### config.mk
export PLATFORM = sky130hd
export DESIGN_NAME = bpa_cmd_fifo
export DESIGN_NICKNAME = d
export VERILOG_FILES = /design/src/sv/bpa_pkg.sv /design/src/sv/bpa_cmd_fifo.sv
export SDC_FILE = /design/constraint.sdc
export NUM_CORES = 1
export LEC_CHECK = 0
export BUFFER_PORTS_ARGS = -buffer_cell sky130_fd_sc_hd__buf_2
export CAP_MARGIN = 20
export CORE_ASPECT_RATIO = 0.8
export CORE_MARGIN = 2
export CORE_UTILIZATION = 56
export DETAILED_ROUTE_END_ITERATION = 10
export GPL_TIMING_DRIVEN = 0
export PLACE_DENSITY = 0.84
export SETUP_SLACK_MARGIN = 0.2
export SLEW_MARGIN = 5
export SYNTH_ARGS = -nofsm -noshare
export SYNTH_HDL_FRONTEND = slang
export SYNTH_SLANG_ARGS = --single-unit
### constraint.sdc
create_clock -name clk -period 7.7 [get_ports clk]
set_clock_uncertainty 0.15 [all_clocks]
set_input_delay 1.925 -clock clk [delete_from_list [all_inputs] [get_ports clk]]
set_output_delay 1.925 -clock clk [all_outputs]
set_load 0.01 [all_outputs]
### src/sv/bpa_pkg.sv
// Shared types, constants and helpers for the buddy page allocator
package bpa_pkg;

  localparam int TOP_ORDER     = 10;
  localparam int NUM_PAGES_DEF = 32768;
  localparam int ORD_W         = 4;
  localparam int NODE_W        = 15;
  localparam int PAGES_W       = 16;
  localparam int CNT_W         = 11;
  localparam int OP_W          = 2;
  localparam int LINK_W        = NODE_W + 1;
  localparam int LISTS         = TOP_ORDER + 1;

  localparam logic [OP_W-1:0] OP_INIT  = 2'd0;
  localparam logic [OP_W-1:0] OP_ALLOC = 2'd1;
  localparam logic [OP_W-1:0] OP_FREE  = 2'd2;

  typedef enum logic [1:0] {
    CMD_INIT   = 2'd0,
    CMD_ALLOC  = 2'd1,
    CMD_FREE   = 2'd2,
    CMD_REJECT = 2'd3
  } cmd_kind_t;

  typedef struct packed {
    cmd_kind_t            kind;
    logic [ORD_W-1:0]     order;
    logic [NODE_W-1:0]    blk;
    logic [PAGES_W-1:0]   pages;
  } cmd_t;

  // link store holds only pages below the managed limit
  function automatic logic node_in(input logic [NODE_W-1:0] n, input int unsigned np);
    return 32'(n) < np;
  endfunction

endpackage

### src/sv/bpa_cmd_fifo.sv
// Two-entry command queue between front and back ends
module bpa_cmd_fifo import bpa_pkg::*; (
  input  logic clk,
  input  logic rst,
  input  logic push,
  input  cmd_t push_cmd,
  input  logic pop,
  output cmd_t head_cmd,
  output logic full,
  output logic empty
);

  cmd_t       entries [2];
  logic       wr_ptr;
  logic       rd_ptr;
  logic [1:0] count;

  assign full     = (count == 2'd2);
  assign empty    = (count == 2'd0);
  assign head_cmd = entries[rd_ptr];

  always_ff @(posedge clk) begin
    if (rst) begin
      wr_ptr <= 1'b0;
      rd_ptr <= 1'b0;
      count  <= 2'd0;
    end else begin
      if (push) begin
        wr_ptr <= ~wr_ptr;
      end
      if (pop) begin
        rd_ptr <= ~rd_ptr;
      end
      count <= count + 2'(push) - 2'(pop);
    end
    if (push) begin
      entries[wr_ptr] <= push_cmd;
    end
  end

endmodule

==> impl_metrics.yaml, run 1 <==
clock_tree:
  clock_latency_ps: 320
  cts_hold_buffers: 0
  cts_sinks: 79
  cts_tree: "built"
  cts_resized: 0
  root_buffer: "clkbuf_8"
  cts_max_path_buffers: 2
  htree_levels: 3
  cts_setup_buffers: 0
  cts_buffers: 9
  clk_pin_slew_ps: 70
timing:
  min_period_ps: 3533
  slew_headroom_pct: 40.23
  totalNegativeSetupSlack_ps: 0
  hold_viol_final: 0
  period_share_pct: 45.88
  whs_ps: 422.9
  fmax_mhz: 283.1
  drv_slew: 0
  tightest_slew_ps: 896.5
  rsz0062_at_grt: "no"
  setup_ws_ps: 4167
  finalSetupViolations: 0
synth:
  synth_top_cell_by_area: "edfxtp_1"
  synth_top_area_share_pct: 73.12
  synthCells: 136
  synthTopCellsByArea: "edfxtp_1 73%, mux2_4 15%, dfxtp_1 3.3%, mux2_2 2.6%, buf_12 2.0%"
  yosysWarnings: 0
  synth_area_um2: 3039
  synth_seq_area_share_pct: 76.41
  synth_seq_cells: 79
  synth_nets: 179
  synth_cell_types: 13
  synth_area_per_cell_um2: 22.35
power:
  ir_worst_vdd_uv: 174.0
  p_sw_w: 0.0002013
  p_comb_share_pct: 14.4
  internal-power_w: 0.0007201
  pwr-share-clk_pct: 30.3
  p_leak_nw: 1.502
  power_frac_seq_pct: 55.3
  power.density_nw_per_um2: 246.6
  switching_share_pct: 21.84
grt:
  track_usage_pct: 16.56
  grt_pass1_vias: 1588
  met1_usage_pct: 17.49
  grt_max_degree: 38
  grt.busiest_layer: "met2"
  grt_pass1_wl_um: 7348
  grt-ovfl-total: 0
  grtUsageMet2_pct: 30.17
  grt_antenna_before_repair: 0
  use_met3_pct: 6.974
critical_path:
  cp.arrival_ps: 1460
  crit_chain: "buf_6, buf_12, mux2_4, buf_2"
  rr_worst_depth: 1
  crit_buf_inv: 3
  slowest_stage: "dfxtp_1"
  cp-start-kind: "register"
  cp_max_fo: 10
  r2r-start: "wr_ptr$_SDFFE_PP0P_"
  path_delay_family: "buffers and inverters"
  endpoint_kind: "output pin"
  path_class: "reg2out"
  worst_path_largest_cell_delay_ps: 340
  rr_endpoint: "entries[1][12]$_DFFE_PP_"
  crit_required_ps: 5620
  rrSetupSlack_ps: 5940
finish:
  nFillCells: 317
  multi_input_area_um2: 646.9
  area_delta_synth_final_pct: 22.93
  finalNetCount: 270
  seq_area_um2: 2322
  drive_gt1_share_pct: 59.05
  diodes: 0
  final_util_pct: 72.94
floorplanning:
  core_area_um2: 5122
  start_util_pct: 59.33
  rows: 23
  die_x_um: 86.37
  dieArea_um2: 6036
  io_pins: 80
  die_h_um: 69.89
worst_hold_path:
  min_path_type: "reg2reg"
  min_from: "rd_ptr$_SDFFE_PP0P_"
  hold_end: "rd_ptr$_SDFFE_PP0P_"
  whs_path_depth: 2
job:
  maxCapViolations: 0
routing:
  drt_first_pass_iters: 4
  dr_total_vias: 1474
  routed_wl_um: 4715
  ant_nets: 0
  drt-wirelength-per-cell_um: 16.04
  drtIter0Drc: 54
  route.detailed.drc: 0
  viasPerCell: 5.014
place:
  pre_cts_slack_ps: 4336
  dpl.hpwl_um: 3383
  gp_congestion: 0.6375
  io_buffers: 79
run_status:
  status: "completed"
power by group through the flow:
stage	sequential (W)	clock [W]	combinational [W]
after floorplan	0.000517	0	0.0000854
after CTS	0.000510	0.000288	0.000135
final	0.000509	0.000279	0.000133
after global placement	0.000518	0	0.000128
after global routing	0.000512	0.000307	0.000143
after detailed placement	0.000519	0	0.000135
tightest hold or removal path: cells and delay by family (launching register included):
kind / cells / cell delay, ps
flip-flops: 1 / 340
AND/OR/NAND/NOR: 1 / 90
XOR/XNOR: 1 / 100
metrics by stage:
stage               std cells  cell area [µm²]  power (W)
floorplan                 136             3039  0.0006022
global placement          277             3512  0.0006462
detailed placement        278             3548  0.0006540
CTS                       294             3736  0.0009326
global route              294             3736  0.0009625
finish                    294             3736  0.0009214
logic make-up after synthesis:
family        share of synthesized area, %
mux                                  17.41
simple gates                         1.441
fa+ha+maj                           0.8233
flops                                76.41
xor+xnor                             1.317
buf+inv                              2.594
synth_stat cells:
cell,instances
dfxtp_1,5
buf_6,1
nor2b_1,3
mux2_2,7
and2_1,1
nor2_1,5
inv_1,2
xnor3_1,1
edfxtp_1,74
mux2_4,30
buf_12,3
xnor2_1,2
ha_1,2
per-layer routing:
metal	vias up	wire (µm)
li1	708	-
met1	723	1882
met2	41	2615
met3	2	196
met4	0	21
met5	-	0
cell type report:
class	instances	share of cell area (%)
timing repair buffer	80	11.32
sequential	79	62.16
clock buffer	9	3.315
clock inverter	7	1.708
inverter	2	0.2009
tap	62	2.076
multi-input combinational	51	17.31
buffer	4	1.909
how the worst max path moves through the flow:
stage                        start                        to  slack [ps]  depth (start not counted)
after global placement        push  entries[0][19]$_DFFE_PP_        2560                          2
after floorplan               push   entries[0][0]$_DFFE_PP_        3530                          1
final                     register              head_cmd[24]        4170                          4
after CTS                 register              head_cmd[18]        4130                          4
after detailed placement      push  entries[0][25]$_DFFE_PP_        4340                          3
after global routing      register              head_cmd[18]        4100                          4
flip-flops by register name, indices dropped and copies added (netlist names), named ones only:
register and flops:
count 2, rd_ptr 1, wr_ptr 1, entries 74
cell usage in the layout, fill, tap and decap left out, drive strengths merged:
cell type,count
clkinv,5
bufinv,1
nor2,5
buf,84
ha,2
and2,1
dfxtp,5
inv,2
xnor3,1
clkbuf,9
edfxtp,74
clkinvlp,1
xnor2,2
nor2b,3
mux2,37
Power figures use the tool's default switching activity.
==> run 2, diff against run 1 <==
--- a/config.mk
+++ b/config.mk
@@ -9,10 +9,10 @@
 export CAP_MARGIN = 20
 export CORE_ASPECT_RATIO = 0.8
 export CORE_MARGIN = 2
-export CORE_UTILIZATION = 56
+export CORE_UTILIZATION = 52
 export DETAILED_ROUTE_END_ITERATION = 10
 export GPL_TIMING_DRIVEN = 0
-export PLACE_DENSITY = 0.84
+export PLACE_DENSITY = 0.79
 export SETUP_SLACK_MARGIN = 0.2
 export SLEW_MARGIN = 5
 export SYNTH_ARGS = -nofsm -noshare
==> constraint.sdc (replaced) <==
create_clock -name clk -period 3.7 [get_ports clk]
set_clock_uncertainty 0.15 [all_clocks]
set_input_delay 0.925 -clock clk [delete_from_list [all_inputs] [get_ports clk]]
set_output_delay 0.925 -clock clk [all_outputs]
set_load 0.01 [all_outputs]
==> impl_metrics.yaml, run 2 (synthesis gave the netlist of run 1 again) <==
place:
  place_area_um2: 3581
  gp_congestion: 0.6460
  io_buffers: 79
  dpl.hpwl_um: 3216
floorplanning:
  dieArea_um2: 6476
  io_pins: 80
  die_x_um: 89.48
  core_area_um2: 5555
  start_util_pct: 54.71
  rows: 24
  die_h_um: 72.38
run_status:
  status: "completed"
critical_path:
  path_delay_family: "buffers and inverters"
  slowest_stage: "dfxtp_1"
  r2r-start: "wr_ptr$_SDFFE_PP0P_"
  cp_max_fo: 10
  crit_buf_inv: 3
  endpoint_kind: "output pin"
  cp-start-kind: "register"
  cp.arrival_ps: 1460
  crit_chain: "buf_6, buf_12, mux2_4, buf_2"
  path_class: "reg2out"
  crit_required_ps: 2620
  worst_path_largest_cell_delay_ps: 330
timing:
  period_share_pct: 68.45
  slew_headroom_pct: 78.70
  tightest_slew_ps: 318.9
  hold_viol_final: 0
  min_period_ps: 2533
  finalSetupViolations: 0
  fmax_mhz: 394.8
  rsz0062_at_grt: "no"
  drv_slew: 0
job:
  maxCapViolations: 0
power:
  power_w: 0.002036
  switching_share_pct: 21.71
  power_frac_seq_pct: 52.0
  ir_worst_vdd_uv: 355.1
  internal-power_w: 0.001594
  p_leak_nw: 1.526
  p_sw_w: 0.0004422
  pwr-share-clk_pct: 34.4
  p_comb_share_pct: 13.6
  power.density_nw_per_um2: 534.1
clock_tree:
  clock_latency_ps: 340
  clk_pin_slew_ps: 70
  cts_resized: 0
  cts_sinks: 79
  cts_max_path_buffers: 2
  cts_buffers: 9
  root_buffer: "clkbuf_8"
  cts_setup_buffers: 0
  htree_levels: 3
  cts_tree: "built"
  cts_hold_buffers: 0
routing:
  drt-wirelength-per-cell_um: 14.86
  drt_first_pass_iters: 4
  ant_nets: 0
  viasPerCell: 4.743
  drtIter0Drc: 51
  routed_wl_um: 4621
  route.detailed.drc: 0
  dr_total_vias: 1475
finish:
  mostFrequentLayoutCell: "buf_2"
  layout_common_cells: "79 x buf_2, 74 x edfxtp_1, 30 x mux2_4"
  area_delta_synth_final_pct: 25.44
  finish.instance_area_um2: 3812
  nFillCells: 377
  largest_reg_flops: 74
  top_register: "entries"
  finalNetCount: 271
  diodes: 0
  drive_gt1_share_pct: 60.09
  top_regs: "entries (74), count (2)"
grt:
  grt-ovfl-total: 0
  grt_pass1_vias: 1504
  grt_max_degree: 30
  grt_pass1_wl_um: 7120
  grt_antenna_before_repair: 0
  track_usage_pct: 15.68
worst_hold_path:
  min_path_type: "reg2reg"
  min_from: "rd_ptr$_SDFFE_PP0P_"
run 2: cell count changes in the layout (fill, tap and decap cells not counted):
cell	before	now
buf_12	3	5
clkinv_1	2	0
clkinv_2	2	0
clkinv_4	1	3
buf_16	1	0
bufinv_16	1	2
clkbuf_8	9	10
run 2: cell type report:
class / instances / area (µm²) / share of cell area, %
Buffer: 4 / 71.32 / 1.871
Clock buffer: 10 / 137.6 / 3.610
Clock inverter: 6 / 93.84 / 2.461
Inverter: 2 / 7.507 / 0.1969
Multi-Input combinational cell: 51 / 646.9 / 16.97
Sequential cell: 79 / 2322 / 60.91
Tap cell: 78 / 97.59 / 2.560
Timing Repair Buffer: 81 / 435.4 / 11.42
run 2: power by group through the flow:
stage	logic, W	registers, W	clock network (W)
3_5_place_dp	0.000282	0.00108	0
2_1_floorplan	0.000178	0.00108	0
6_report	0.000277	0.00106	0.000701
4_1_cts	0.000283	0.00106	0.000717
5_1_grt	0.000303	0.00106	0.000753
3_3_place_gp	0.000267	0.00108	0
run 2: path summary, 6_finish.rpt:
check / endpoint / cells past startpoint / slack (ps)
worst min-delay path: rd_ptr$_SDFFE_PP0P_ / 2 / 390
worst max-delay path: head_cmd[6] / 4 / 1170
worst min register to register: rd_ptr$_SDFFE_PP0P_ / 2 / 390
worst max register to register: entries[1][21]$_DFFE_PP_ / 2 / 2240
run 2: worst reg2reg max path: stages, from the launching register on:
cell and delay (ps):
dfxtp_1 420, and2_2 340, buf_12 240
run 2: per-stage QoR:
stage	TNS (ps)	utilization (%)	hold slack (ps)	instances	setup WS, ps
4_1_cts	0	68.63	393.1	311	1133
3_3_place_gp	-18930	63.58	343.2	293	-513.4
3_5_place_dp	0	64.46	375.0	295	1522
2_1_floorplan	0	-	329.9	136	528.2
6_report	0	68.63	391.1	311	1167
5_1_grt	0	68.63	422.5	311	1091
run 2: per-layer routing:
layer | vias up | global-route usage [%] | share of wire, %
met5 | - | 0 | 0
li1 | 711 | - | -
met4 | 0 | 7.463 | 1.6
met3 | 10 | 6.712 | 6.0
met2 | 43 | 26.67 | 53
met1 | 711 | 16.78 | 39
