==> config.mk <==
export PLATFORM = sky130hd
export DESIGN_NAME = bpa_front
export DESIGN_NICKNAME = d
export VERILOG_FILES = /design/src/sv/bpa_pkg.sv /design/src/sv/bpa_front.sv
export SDC_FILE = /design/constraint.sdc
export NUM_CORES = 1
export LEC_CHECK = 0
export ABC_AREA = 1
export CORE_MARGIN = 2
export CORE_UTILIZATION = 60
export DETAILED_ROUTE_END_ITERATION = 12
export DONT_BUFFER_PORTS = 1
export PLACE_DENSITY = 0.78
export SETUP_SLACK_MARGIN = 0.1
export SYNTH_ARGS = -nofsm -noshare
export SYNTH_HDL_FRONTEND = slang
export SYNTH_SLANG_ARGS = --single-unit
==> constraint.sdc <==
create_clock -name vclk -period 1.95
set_input_delay 0.0975 -clock vclk [all_inputs]
set_output_delay 0.0975 -clock vclk [all_outputs]
set_load 0.02 [all_outputs]
==> src/sv/bpa_pkg.sv <==
// Shared types, constants and helpers for the buddy page allocator
package bpa_pkg;

  localparam int TOP_ORDER     = 10;
  localparam int NUM_PAGES_DEF = 32768;
  localparam int ORD_W         = 4;
  localparam int NODE_W        = 15;
  localparam int PAGES_W       = 16;
  localparam int CNT_W         = 11;
  localparam int OP_W          = 2;
  localparam int LINK_W        = NODE_W + 1;
  localparam int LISTS         = TOP_ORDER + 1;

  localparam logic [OP_W-1:0] OP_INIT  = 2'd0;
  localparam logic [OP_W-1:0] OP_ALLOC = 2'd1;
  localparam logic [OP_W-1:0] OP_FREE  = 2'd2;

  typedef enum logic [1:0] {
    CMD_INIT   = 2'd0,
    CMD_ALLOC  = 2'd1,
    CMD_FREE   = 2'd2,
    CMD_REJECT = 2'd3
  } cmd_kind_t;

  typedef struct packed {
    cmd_kind_t            kind;
    logic [ORD_W-1:0]     order;
    logic [NODE_W-1:0]    blk;
    logic [PAGES_W-1:0]   pages;
  } cmd_t;

  // link store holds only pages below the managed limit
  function automatic logic node_in(input logic [NODE_W-1:0] n, input int unsigned np);
    return 32'(n) < np;
  endfunction

endpackage

==> src/sv/bpa_front.sv <==
// Front end: decodes and checks each request, rounds the count to an order
module bpa_front import bpa_pkg::*; #(
  parameter int NUM_PAGES = NUM_PAGES_DEF
) (
  input  logic [OP_W-1:0]    op,
  input  logic [CNT_W-1:0]   page_count,
  input  logic [NODE_W-1:0]  block_index,
  input  logic [PAGES_W-1:0] page_limit,
  output cmd_t               cmd
);

  logic [PAGES_W-1:0] clipped;
  logic [ORD_W-1:0]   ord;
  logic               bad_cnt;

  always_comb begin
    clipped = (32'(page_limit) > 32'(NUM_PAGES)) ? PAGES_W'(NUM_PAGES) : page_limit;
    ord = '0;
    for (int k = 0; k < TOP_ORDER; k++) begin
      if (((CNT_W+1)'(1) << k) < (CNT_W+1)'(page_count)) begin
        ord = ORD_W'(k + 1);
      end
    end
    bad_cnt = (page_count == '0) ||
              ((CNT_W+1)'(page_count) > ((CNT_W+1)'(1) << TOP_ORDER));

    cmd.order = ord;
    cmd.blk   = block_index;
    cmd.pages = clipped;
    unique case (op)
      OP_INIT:  cmd.kind = CMD_INIT;
      OP_ALLOC: cmd.kind = bad_cnt ? CMD_REJECT : CMD_ALLOC;
      OP_FREE:  cmd.kind = (bad_cnt || (PAGES_W'(block_index) >= clipped)) ?
                           CMD_REJECT : CMD_FREE;
      default:  cmd.kind = CMD_REJECT;
    endcase
  end

endmodule

==> results of run 1 <==
## cells in the final DEF, fill, tap and decap left out, types with 2 or more instances in the layout
cell                      Yosys  routed
sky130_fd_sc_hd__nor2_2       3       3
sky130_fd_sc_hd__nand2_1     36      29
sky130_fd_sc_hd__a21oi_2      4       6
sky130_fd_sc_hd__a21oi_1      7       5
sky130_fd_sc_hd__o21a_1       3       3
sky130_fd_sc_hd__buf_4       15      11
sky130_fd_sc_hd__o21ai_0      2       2
sky130_fd_sc_hd__nand3_1      7       6
sky130_fd_sc_hd__nor2_4       0       2
sky130_fd_sc_hd__nor4_4       0       2
sky130_fd_sc_hd__ha_1        15       6
sky130_fd_sc_hd__inv_1       15      14
sky130_fd_sc_hd__nand4_1      3       3
sky130_fd_sc_hd__nand2_4      3       3
sky130_fd_sc_hd__nor2_1      14      12
sky130_fd_sc_hd__nand2_2      9      16
sky130_fd_sc_hd__ha_4         0       9
sky130_fd_sc_hd__inv_2       13      14
## through the flow
| stage | cell area (µm²) | total power, µW |
|---|---|---|
| finish | 1170 | 240 |
| global route | 1170 | 262 |
| CTS | 1040 | 204 |
| detailed placement | 940 | 184 |
| global placement | 940 | 178 |
| floorplan | 953 | 194 |
## critical path, stage by stage
cell and delay [ns]:
sky130_fd_sc_hd__nor4_2 0.27, sky130_fd_sc_hd__nand4_1 0.18, sky130_fd_sc_hd__nand2_2 0.18, sky130_fd_sc_hd__buf_12 0.15
sky130_fd_sc_hd__nand2_2 0.06, sky130_fd_sc_hd__ha_1 0.30, sky130_fd_sc_hd__nand4_1 0.17, sky130_fd_sc_hd__a21oi_1 0.20
sky130_fd_sc_hd__nor2_1 0.08, sky130_fd_sc_hd__nand4_1 0.07, sky130_fd_sc_hd__nand2_1 0.07, sky130_fd_sc_hd__nand2_2 0.12
## metal layers
metal	track usage [%]	wire (µm)	share of wire, %
met2	44.4	1480	53
met3	2.92	181	6.5
met4	4.24	43	1.5
met1	26.7	1070	39
met5	0	0	0
## worst max-delay path by stage
stage	startpoint	cells past startpoint	end	slack, ns
2_1_floorplan	page_limit[0]	12	cmd[35]	0.12
3_3_place_gp	page_limit[10]	12	cmd[35]	-0.12
3_5_place_dp	page_limit[10]	12	cmd[35]	-0.19
4_1_cts	page_limit[10]	16	cmd[35]	0.02
5_1_grt	page_limit[6]	12	cmd[35]	-0.24
6_report	page_limit[6]	12	cmd[35]	-0.09
## area by class of cell
| class | instances | share of cell area, % |
|---|---|---|
| inverter | 28 | 8.98 |
| timing repair buffer | 14 | 11.9 |
| tap | 16 | 1.71 |
| multi-input combinational | 116 | 77.4 |
## repair_timing
item	CTS	global route
setup buffers	1	0
gates cloned	0	1
pin swaps	4	12
resized for setup	14	16
endpoints found under the setup margin	1	1
## Yosys cell counts, drive strengths merged
cell    instances
o31ai           2
nor3            1
nand3           7
nor4            3
a21boi          1
a21oi          11
nand2          48
or2             2
nor2           17
o21a            3
ha             15
o21bai          1
nand4           3
clkbuf          1
o21ai           2
inv            28
buf            16
## logic make-up after synthesis
| kind of cell | after synthesis | synth area share, % |
|---|---|---|
| AOI/OAI and AO/OA | 20 | 14.4 |
| and+or+nand+nor | 81 | 40.6 |
| buffers and inverters | 45 | 25.3 |
| adders and majority gates | 15 | 19.7 |
## power breakdown
group	internal (µW)	switching [µW]	total, µW
clock	0	0	0
sequential	0	0	0
combinational	105	135	240
total	105	135	240
==> results.toml, run 1 <==
[run_status]
run_status = "finished with violations"
violations = "setup timing"

[setup_path]
worst_setup_path_end_kind = "output port"
start_kind = "input port"
critical_path_arrival_ns = 1.94
crit_fanout = 7
cp_data_required_time_ns = 1.85
crit_type = "input port to output port"

[sta]
final_critical_path_share_of_the_clock_period_pct = 105
setup_tns_ns = -0.0904
rsz0062_at_grt = "true"
finalMaxSlewViolations = 0
fmaxAchievable_mhz = 490
timing.max_slew.rel_slack_pct = 71.4
worst-slew-pin-transition_ns = 0.428
layout_setup_ws_ns = -0.0904
timing_hold_violations_final = 0
worst_hold_slack_ns = 0.195
setup_viol = 1
final_period_minus_worst_setup_slack_ns = 2.04

[pwr]
power.ir.vdd_worst_mv = 0.143
p_leak_uw = 0.000537
power_density_mw_per_mm2 = 205

[layout]
nClkBuffers = 0
post_layout_nonfiller_instances = 174
finalNetCount = 219
seq_cell_count = 0
multiInputGateArea_um2 = 906
final.fill_count = 113
sequential_cell_area_um2 = 0
antenna_cells_inserted = 0
area_delta_synth_final_pct = 22.7
final_core_utilization_pct = 77.7
final_layout_size_suffix_gt1_share_pct = 46.2

[grt]
first_global_vias = 892
grt_total_ovfl = 0
antenna_found_initial = 0
largest_net_degree_at_the_start_of_global_routing = 14
globalRouteTotalUtil_pct = 23.0
wire_length_of_the_first_global_routing_pass_um = 3510

[routing]
dr_total_vias = 1000
drc_errors = 0
dr.pass1.iters = 4
drt_first_iter_violations = 15
route.detailed.wl_per_inst_um = 16.0
drt-total-wl_um = 2780
avgViaCountPerCell = 5.75
route.antenna.remaining_nets = 0

[synth]
synth_seq_area_share_pct = 0
synth_top_cells_by_area = "sky130_fd_sc_hd__ha_1, sky130_fd_sc_hd__nand2_1, sky130_fd_sc_hd__buf_4"
synth_net_count = 220
synth.distinct_cells = 25
netlist_area_um2 = 953
syn_area_per_cell_um2 = 5.92
synthesis.instances = 161
cell_accounting_for_the_most_synthesized_area = "sky130_fd_sc_hd__ha_1"
yosysWarningCount = 0
yosysTopAreaCellShare_pct = 19.7

[floorplan]
dieWidth_um = 43.9
core_region_area_mm2 = 0.00151
initial_core_util_pct = 63.3
core.rowCount = 14
dieHeight_um = 43.9
floorplan.die_area_mm2 = 0.00192
io_pins = 81

[run]
max_cap_viol_count = 0

[placed_design]
place_ws_ns = -0.191
dp.cells = 172
replace_congestion = 0.808
io_buffer_count = 0
place.detailed.hpwl_um = 1890

[hold_path]
worst_hold_depth = 0
hold_crit_endpoint = "cmd[29]"
hold_start = "block_index[13]"
hold_path_class = "input port to output port"

[clocking]
cts_hold_buf = 0
No activity file was read; power rests on OpenSTA's default activity.
==> run 2: changes to the inputs <==
PLACE_DENSITY = 0.81   (was 0.78)
clock period = 1.8 ns   (was 1.95 ns; I/O delays follow)
==> run 2 against run 1 <==
The flow still finishes with violations (setup timing). Worst setup slack got worse by 0.046 ns. Non-clock buffer count increased by 2. Sequential cell count unchanged. Critical path type unchanged. Largest cell class unchanged.
==> results.toml, run 2 (synthesized netlist as in run 1, its figures left out) <==
[run_status]
run_status = "finished with violations"
violations = "setup timing"

[setup_path]
critical_path.slowest_cell = "sky130_fd_sc_hd__ha_4"
critical_path_arrival_ns = 1.85
start_kind = "input port"
worst_setup_path_end_kind = "output port"
crit_type = "input port to output port"
crit_fanout = 5
crit_chain = "nor4_4 > nand4_1 > nand2_2 > buf_6 > nand2_2 > ha_4 > nand4_1 > a21oi_1 > nor2_1 > nand4_1 > nand2_1 > nand2_2"
cp_data_required_time_ns = 1.71
largest_stage_delay_on_the_critical_path_ns = 0.28

[layout]
final.fill_count = 117
area_delta_synth_final_pct = 18.4
layout.cells.most_common_list = "sky130_fd_sc_hd__nand2_1, sky130_fd_sc_hd__inv_1, sky130_fd_sc_hd__inv_2, sky130_fd_sc_hd__buf_4"
multiInputGateArea_um2 = 876
final_layout_size_suffix_gt1_share_pct = 43.1
finalNetCount = 221
antenna_cells_inserted = 0
leading_cell_type_in_the_layout_fill_and_taps_excluded = "sky130_fd_sc_hd__nand2_1"
nClkBuffers = 0
sequential_cell_area_um2 = 0
seq_cell_count = 0

[run]
max_cap_viol_count = 0

[floorplan]
floorplan.die_area_mm2 = 0.00192
core.rowCount = 14
initial_core_util_pct = 63.3
core_region_area_mm2 = 0.00151
io_pins = 81
dieHeight_um = 43.9
dieWidth_um = 43.9

[sta]
worst_hold_slack_ns = 0.180
worst-slew-pin-transition_ns = 0.431
layout_setup_ws_ns = -0.136
fmaxAchievable_mhz = 516
timing.max_slew.rel_slack_pct = 71.2
rsz0062_at_grt = "true"
final_period_minus_worst_setup_slack_ns = 1.94
timing_hold_violations_final = 0
finalMaxSlewViolations = 0
final_critical_path_share_of_the_clock_period_pct = 108
setup_viol = 1

[grt]
antenna_found_initial = 0
wire_length_of_the_first_global_routing_pass_um = 3590
grt_total_ovfl = 0
globalRouteTotalUtil_pct = 23.6
first_global_vias = 924
largest_net_degree_at_the_start_of_global_routing = 6

[placed_design]
io_buffer_count = 0
replace_congestion = 0.770
place.detailed.hpwl_um = 1860

[pwr]
power_density_mw_per_mm2 = 207
power_uw = 234
power.ir.vdd_worst_mv = 0.139
p_leak_uw = 0.000534

[hold_path]
worst_hold_depth = 0
hold_path_class = "input port to output port"

[routing]
drc_errors = 0
avgViaCountPerCell = 5.43
route.antenna.remaining_nets = 0
dr_total_vias = 956
route.detailed.wl_per_inst_um = 13.4
drt-total-wl_um = 2350
dr.pass1.iters = 4
drt_first_iter_violations = 26

[clocking]
cts_hold_buf = 0
postCtsSetupBuffers = 0
[run 2: cell type report]
type / instances / share of cell area (%)
inverter: 28 / 9.31
tap: 16 / 1.77
multi-input combinational: 116 / 77.6
timing repair buffer: 16 / 11.3
[run 2: worst max-delay path, delay by kind of cell]
kind	cells	cell delay, ns
AND/OR/NAND/NOR	9	1.16
adder cells (fa/ha/maj)	1	0.28
buffers and inverters	1	0.14
AO/OA/AOI/OAI	1	0.18
[run 2: power breakdown]
| part | leakage, µW | switching [µW] | internal [µW] | total, µW |
|---|---|---|---|---|
| clock network | 0 | 0 | 0 | 0 |
| logic | 0.000534 | 132 | 101 | 234 |
| registers | 0 | 0 | 0 | 0 |
[run 2: metrics by stage]
stage / setup slack, ns / util [%] / instances / setup TNS [ns] / cell area, µm²
floorplan: 0.0206 / - / 161 / 0 / 956
global placement: -0.232 / 63.7 / 176 / -0.232 / 960
detailed placement: -0.183 / 63.7 / 176 / -0.183 / 960
CTS: -0.104 / 69.9 / 176 / -0.104 / 1050
global route: -0.269 / 74.9 / 176 / -0.269 / 1130
finish: -0.136 / 74.9 / 176 / -0.136 / 1130
[run 2: repair_timing]
action                                  CTS  global route
pin swaps                                 6             9
gates resized for setup                  12            12
endpoints found under the hold margin     0             0
endpoints found under the setup margin    1             1
[run 2: metal layers]
| layer | vias up | global-route usage, % | routed length [µm] |
|---|---|---|---|
| met4 | 0 | 4.24 | 32 |
| met1 | 395 | 26.4 | 948 |
| met3 | 5 | 0.417 | 166 |
| met5 | - | 0 | 0 |
| li1 | 500 | - | - |
| met2 | 56 | 48.5 | 1200 |
[run 2: worst paths after layout]
path                  startpoint      end
setup / recovery   page_limit[5]  cmd[35]
hold / removal    block_index[0]  cmd[16]
==> run 3: changes to the inputs <==
PLACE_DENSITY = 0.76   (was 0.81)
==> run 3 against run 2 <==
Utilization is 5.8 points higher. Routed wire length is 12% higher. Highest routed layer unchanged. Critical path depth stayed put. Largest power group unchanged. Maximum frequency is 2.3% lower. Cell area is 7.8% higher. Non-clock buffer count is 3 higher. Sequential share of layout area stayed put. Global-route usage is 2.4 points higher. Worst setup slack worse by 0.046 ns. The flow still finishes with violations (setup timing). Largest cell class unchanged. Worst hold slack stayed put.
==> results.toml, run 3 (synthesized netlist as in run 1, its figures left out) <==
[grt]
largest_net_degree_at_the_start_of_global_routing = 8
antenna_found_initial = 0
globalRouteTotalUtil_pct = 26.1
first_global_vias = 992
grt_total_ovfl = 0
wire_length_of_the_first_global_routing_pass_um = 3950

[floorplan]
core.rowCount = 14
io_pins = 81
dieHeight_um = 43.9
initial_core_util_pct = 63.3
dieWidth_um = 43.9
core_region_area_mm2 = 0.00151
floorplan.die_area_mm2 = 0.00192

[setup_path]
crit_fanout = 7
critical_path.slowest_cell = "sky130_fd_sc_hd__nor4_4"
largest_stage_delay_on_the_critical_path_ns = 0.27
crit_chain = "nor4_4 > nand4_1 > nand2_2 > buf_12 > nand2_4 > ha_4 > nand4_1 > a21oi_1 > nor2_1 > nand4_1 > nand2_1 > nand2_2"
start_kind = "input port"
critical_path_arrival_ns = 1.89
cp_data_required_time_ns = 1.71
cpMostUsedCell = "sky130_fd_sc_hd__nand4_1"
worst_setup_path_end_kind = "output port"
crit_type = "input port to output port"

[layout]
post_layout_nonfiller_instances = 179
seq_cell_count = 0
final.fill_count = 114
final_core_utilization_pct = 80.7
leading_cell_type_in_the_layout_fill_and_taps_excluded = "sky130_fd_sc_hd__nand2_1"
finalNetCount = 224
final_layout_size_suffix_gt1_share_pct = 44.8
antenna_cells_inserted = 0
layout.cells.most_common_list = "sky130_fd_sc_hd__nand2_1, sky130_fd_sc_hd__buf_4, sky130_fd_sc_hd__inv_1, sky130_fd_sc_hd__inv_2, sky130_fd_sc_hd__nor2_1"
sequential_cell_area_um2 = 0
area_delta_synth_final_pct = 27.6
nClkBuffers = 0

[routing]
avgViaCountPerCell = 5.69
drt-total-wl_um = 2640
drc_errors = 0
dr_total_vias = 1019
drt_first_iter_violations = 12
route.detailed.wl_per_inst_um = 14.7
route.antenna.remaining_nets = 0
dr.pass1.iters = 4

[hold_path]
hold_path_class = "input port to output port"

[pwr]
p_leak_uw = 0.000571
power_density_mw_per_mm2 = 209
power.ir.vdd_worst_mv = 0.126

[sta]
worst-slew-pin-transition_ns = 0.443
layout_setup_ws_ns = -0.183
worst_hold_slack_ns = 0.180
setup_viol = 1
fmaxAchievable_mhz = 504
final_period_minus_worst_setup_slack_ns = 1.98
timing.max_slew.rel_slack_pct = 70.4
final_critical_path_share_of_the_clock_period_pct = 110
rsz0062_at_grt = "true"
timing_hold_violations_final = 0
finalMaxSlewViolations = 0

[run_status]
run_status = "finished with violations"
violations = "setup timing"

[placed_design]
dp.cells = 177
place.detailed.hpwl_um = 1930
io_buffer_count = 0
replace_congestion = 0.752

[clocking]
cts_hold_buf = 0

[run]
max_cap_viol_count = 0
==> run 3: cell types whose count changed in the layout (fill, tap and decap cells not counted), sizes merged <==
cell | before | now
buf | 16 | 19
==> run 3: path summary, 6_finish.rpt <==
path,startpoint,to,depth (start not counted)
hold / removal,block_index[10],cmd[26],0
setup / recovery,page_limit[10],cmd[35],12
==> run 3: routing by layer <==
metal  wire length, µm  GRT usage [%]  share of wire, %  vias up
met5                 0              0                 0        -
met4                83           3.64               3.1        0
met3               217           2.50               8.2       10
met2              1370           51.8                52       53
met1               970           29.9                37      453
li1                  -              -                 -      503
==> run 3: cell type report <==
class / instances / area (µm²) / area share, %
multi-input combinational: 116 / 932 / 76.6
timing repair buffer: 19 / 159 / 13.1
inverter: 28 / 105 / 8.64
tap: 16 / 20.0 / 1.65
==> run 3: through the flow <==
step | setup TNS, ns | instance area (µm²) | setup WS (ns) | power [µW]
final | -0.183 | 1220 | -0.183 | 255
after global routing | -0.286 | 1220 | -0.286 | 281
after CTS | -0.113 | 1160 | -0.113 | 239
after detailed placement | -0.262 | 980 | -0.262 | 208
after global placement | -0.274 | 980 | -0.274 | 202
after floorplan | 0 | 956 | 0.0206 | 210
==> run 3: power by group <==
| group | internal [µW] | switching [µW] |
|---|---|---|
| logic | 114 | 141 |
| clock network | 0 | 0 |
| registers | 0 | 0 |
| total | 114 | 141 |
==> run 3: timing repair <==
item / CTS / global route
setup buffers: 2 / 0
resized for setup: 22 / 8
endpoints found under the setup margin: 1 / 1
pin swaps: 14 / 8
==> run 3: worst max-delay path: cells and delay by family <==
kind | cells | cell delay, ns
AND/OR/NAND/NOR | 9 | 1.18
adder cells (fa/ha/maj) | 1 | 0.26
AO/OA/AOI/OAI | 1 | 0.18
buffers and inverters | 1 | 0.17
